### src/grid_ray_clearance_unit_assert.svh
// Assertion macros shared by the clearance unit RTL.
// Needs a clock named i_clk and an active-low reset named i_rst_n in scope.
`ifndef GRID_RAY_CLEARANCE_UNIT_ASSERT_SVH
`define GRID_RAY_CLEARANCE_UNIT_ASSERT_SVH

// Same-cycle implication, checked outside reset
`define GRC_ASSERT_NOW(lbl, ante, cons, msg) \
    lbl: assert property (@(posedge i_clk) disable iff (!i_rst_n) \
        (ante) |-> (cons)) else $error(msg);

// Next-cycle implication, checked outside reset
`define GRC_ASSERT_NEXT(lbl, ante, cons, msg) \
    lbl: assert property (@(posedge i_clk) disable iff (!i_rst_n) \
        (ante) |=> (cons)) else $error(msg);

`endif

### src/grc_ram.sv
// Generic single-port synchronous RAM with a registered read port.
// Standalone; width and depth come from the instantiating module.
`timescale 1ns / 1ps

module grc_ram #(
    parameter int WIDTH = 8,
    parameter int DEPTH = 16
) (
    input  logic                     i_clk,
    input  logic                     i_en,
    input  logic                     i_we,
    input  logic [$clog2(DEPTH)-1:0] i_addr,
    input  logic [WIDTH-1:0]         i_wdata,
    output logic [WIDTH-1:0]         o_rdata
);

    logic [WIDTH-1:0] r_mem [DEPTH];
    logic [WIDTH-1:0] r_rdata;

    // Write when enabled with write strobe, otherwise register the read
    always_ff @(posedge i_clk) begin
        if (i_en && i_we) begin
            r_mem[i_addr] <= i_wdata;
        end else if (i_en) begin
            r_rdata <= r_mem[i_addr];
        end
    end

    assign o_rdata = r_rdata;

endmodule

### config.mk
export PLATFORM = sky130hd
export DESIGN_NAME = grc_ram
export DESIGN_NICKNAME = d
export VERILOG_FILES = /design/src/grid_ray_clearance_unit_assert.svh /design/src/grc_ram.sv
export SDC_FILE = /design/constraint.sdc
export NUM_CORES = 1
export LEC_CHECK = 0
export BUFFER_PORTS_ARGS = -buffer_cell sky130_fd_sc_hd__buf_2
export CORE_UTILIZATION = 59
export CTS_CLUSTER_SIZE = 28
export DETAILED_ROUTE_END_ITERATION = 10
export GPL_TIMING_DRIVEN = 0
export PLACE_DENSITY = 0.77
export RECOVER_POWER = 50
export SETUP_SLACK_MARGIN = 0.15
export SYNTH_ARGS = -nofsm -noshare
export SYNTH_HDL_FRONTEND = slang
export SYNTH_SLANG_ARGS = --single-unit
### constraint.sdc
create_clock -name i_clk -period 3.3 [get_ports i_clk]
set_input_delay 0.165 -clock i_clk [delete_from_list [all_inputs] [get_ports i_clk]]
set_output_delay 0.165 -clock i_clk [all_outputs]
set_load 0.01 [all_outputs]
==> out/metrics.yaml <==
clock_tree:
  cts_tree: "yes"
  numCtsBuffers: 17
  root_buffer: "clkbuf_8"
  post-cts-setup-buffers: 0
  cts-hold-fix-buffers: 0
  cts_sinks: 136
  cts_resized: 0
  path_clk_slew_ns: 0.06
  insertion_delay_ns: 0.51
  htree_levels: 4
  cts_buffer_depth: 2
setup_path:
  slowest_stage: "nor3_1"
  path_max_fanout: 10
  crit_path_max_incr_delay_ns: 1.01
  worst-path-buf-inv: 2
  cp_top_family: "simple AND/OR/NAND/NOR gates"
  endpoint_kind: "flop"
  path_cells: "buf_2, buf_1, nand4b_1, nor3_1"
  worstSetupStartpointType: "primary input"
  cp.arrival_ns: 2.17
  path_class: "primary input to flop"
  cp.required_ns: 3.42
drt:
  via_per_inst: 6.351
  drc: 0
  ant_nets: 0
  dr.pass1.iters: 5
  vias: 2496
  wl_per_cell_um: 25.13
  drt_iter0_drc: 280
  postRouteWirelength_um: 9877
cells_and_area:
  drive_gt1_share_pct: 20.35
  nNetsFinal: 288
  area_growth_pct: 16.03
  insertedDiodeCount: 0
  design_area_sq_um: 6077
grt:
  gr-total-overflow: 0
  grt_pass1_vias: 2476
  grt_usage_pct: 24.32
  grt_max_degree: 17
  grt_pass1_wl_um: 14480
  grt_antenna_before_repair: 0
synth:
  synth_edf_count: 136
  syn-num-nets: 249
  ys_async_sr_fraction_pct: 0
  synthDistinctLibCells: 18
  synthTopCellsByArea: "edfxtp_1 78%, mux4_1 8.0%, mux4_2 6.9%"
  ys_warn_count: 0
  netlist.area_leader.share_pct: 77.97
  synth-seq-cells: 136
  synth_commonest_cells: "136 x edfxtp_1, 16 x a22oi_1, 16 x mux4_1, 16 x mux4_2, 13 x nor2_1"
  syn_area_sq_um: 5238
  yosysSeqAreaShare_pct: 77.97
  netlist_instances: 234
  synth_ff_type: "edfxtp_1"
  synth.most_common_cell: "edfxtp_1"
  yosysTopAreaCell: "edfxtp_1"
  avgSynthCellArea_sq_um: 22.38
sta:
  min_period_ns: 2.049
  worstMarginPinSlew_ns: 1.228
  grt_setup_unrepaired: "false"
  timing.final.crit_share_pct: 62.10
  fin_setup_tns_ns: 0
  slew_violations: 0
  timing.slew.headroom_pct: 17.50
  setup_ws_ns: 1.251
  max_freq_ghz: 0.4880
  finalHoldViolations: 0
  skew_ns: 0.005707
  setup_viol: 0
placed_design:
  dp_hpwl_um: 6001
  dp_slack_ns: 0.6543
  portBuffers: 20
  finalWeightedCongestion: 0.9399
  post_dp_cell_area_sq_um: 5473
die:
  ios: 23
  coreArea_sq_um: 8678
  die_y_um: 96.22
  row_count: 34
  initial_core_util_pct: 60.35
  dieArea_sq_um: 9258
  die_w_um: 96.22
status:
  status: "complete, no violations"
power_and_ir_drop:
  peakVddDrop_uv: 441.2
  p_leak_uw: 0.001993
  power-per-cell-area_nw_per_um2: 668.0
job:
  max_cap_violations: 0
min_path:
  hp-class: "primary input to flop"
-- worst paths after layout --
check / cells after the start / end / startpoint / slack, ns
worst max-delay path: 4 / r_mem[2][5] / i_addr[1] / 1.25
worst min-delay path: 2 / o_rdata[3] / i_we / 0.19
worst max register to register: 3 / o_rdata[3] / r_mem[10][3] / 1.67
worst min register to register: 3 / o_rdata[3] / r_mem[7][3] / 0.77
-- state kept, by name (all words and copies together), names as in the netlist --
name     count
r_mem      128
o_rdata      8
-- placed cells by master, fill, tap and decap left out --
master      count
and2_1          1
clkbuf_8        1
clkbuf_16      16
buf_8           1
mux4_2         16
clkinv_1        1
clkinvlp_4      1
nor2b_1         3
buf_2          10
bufinv_16       5
nand4b_1        2
clkinv_4        2
clkinv_2        3
nand4_1         1
or3_1           1
nor2_1         13
nand2b_1        2
nand2_1        10
mux4_1         16
clkbuf_1       19
buf_6           2
buf_1           2
a22oi_1        16
nor3_1          4
edfxtp_1      136
inv_6           1
-- cell families (layout without fill, tap and decap cells) --
group | Yosys count | count (layout) | share of synthesized area, %
flip-flops | 136 | 136 | 77.97
AND/OR/NAND/NOR | 37 | 37 | 3.321
multiplexers | 32 | 32 | 14.91
buffers and inverters | 13 | 64 | 1.505
AO/OA/AOI/OAI | 16 | 16 | 2.293
-- power by group --
part	internal (uW)	total [uW]	switching (uW)
registers	1930	1930	5.69
clock network	1300	1960	669
logic	61.3	160	99.2
-- cell type report --
class / count / area (sq um)
Buffer: 13 / 78.83
Clock buffer: 18 / 417.9
Clock inverter: 13 / 202.7
Fill cell: 528 / 2601
Multi-Input combinational cell: 85 / 1075
Sequential cell: 136 / 4084
Tap cell: 108 / 135.1
Timing Repair Buffer: 20 / 83.83
-- metal layers --
layer | GRT usage (%) | wire, um | vias up
met3 | 5.529 | 716 | 17
met2 | 39.07 | 5077 | 117
li1 | - | - | 1080
met5 | 0 | 0 | -
met1 | 32.42 | 3936 | 1282
met4 | 10.32 | 146 | 0
-- worst reg2reg max path, cell delays in order (launching register included) --
cell	delay, ns
edfxtp_1	0.36
mux4_1	0.53
a22oi_1	0.39
nand2_1	0.10
-- metrics by stage --
step / utilization [%] / instances / power, uW / hold WS, ns
CTS: 70.21 / 393 / 4078 / 0.03725
global placement: 63.06 / 362 / 2124 / 0.5634
detailed placement: 63.06 / 362 / 2132 / 0.5719
global route: 70.03 / 393 / 4164 / 0.1681
floorplan: - / 234 / 2063 / 0.2639
finish: 70.03 / 393 / 4060 / 0.1905
Note: power is estimated with default switching activity, not from simulation.
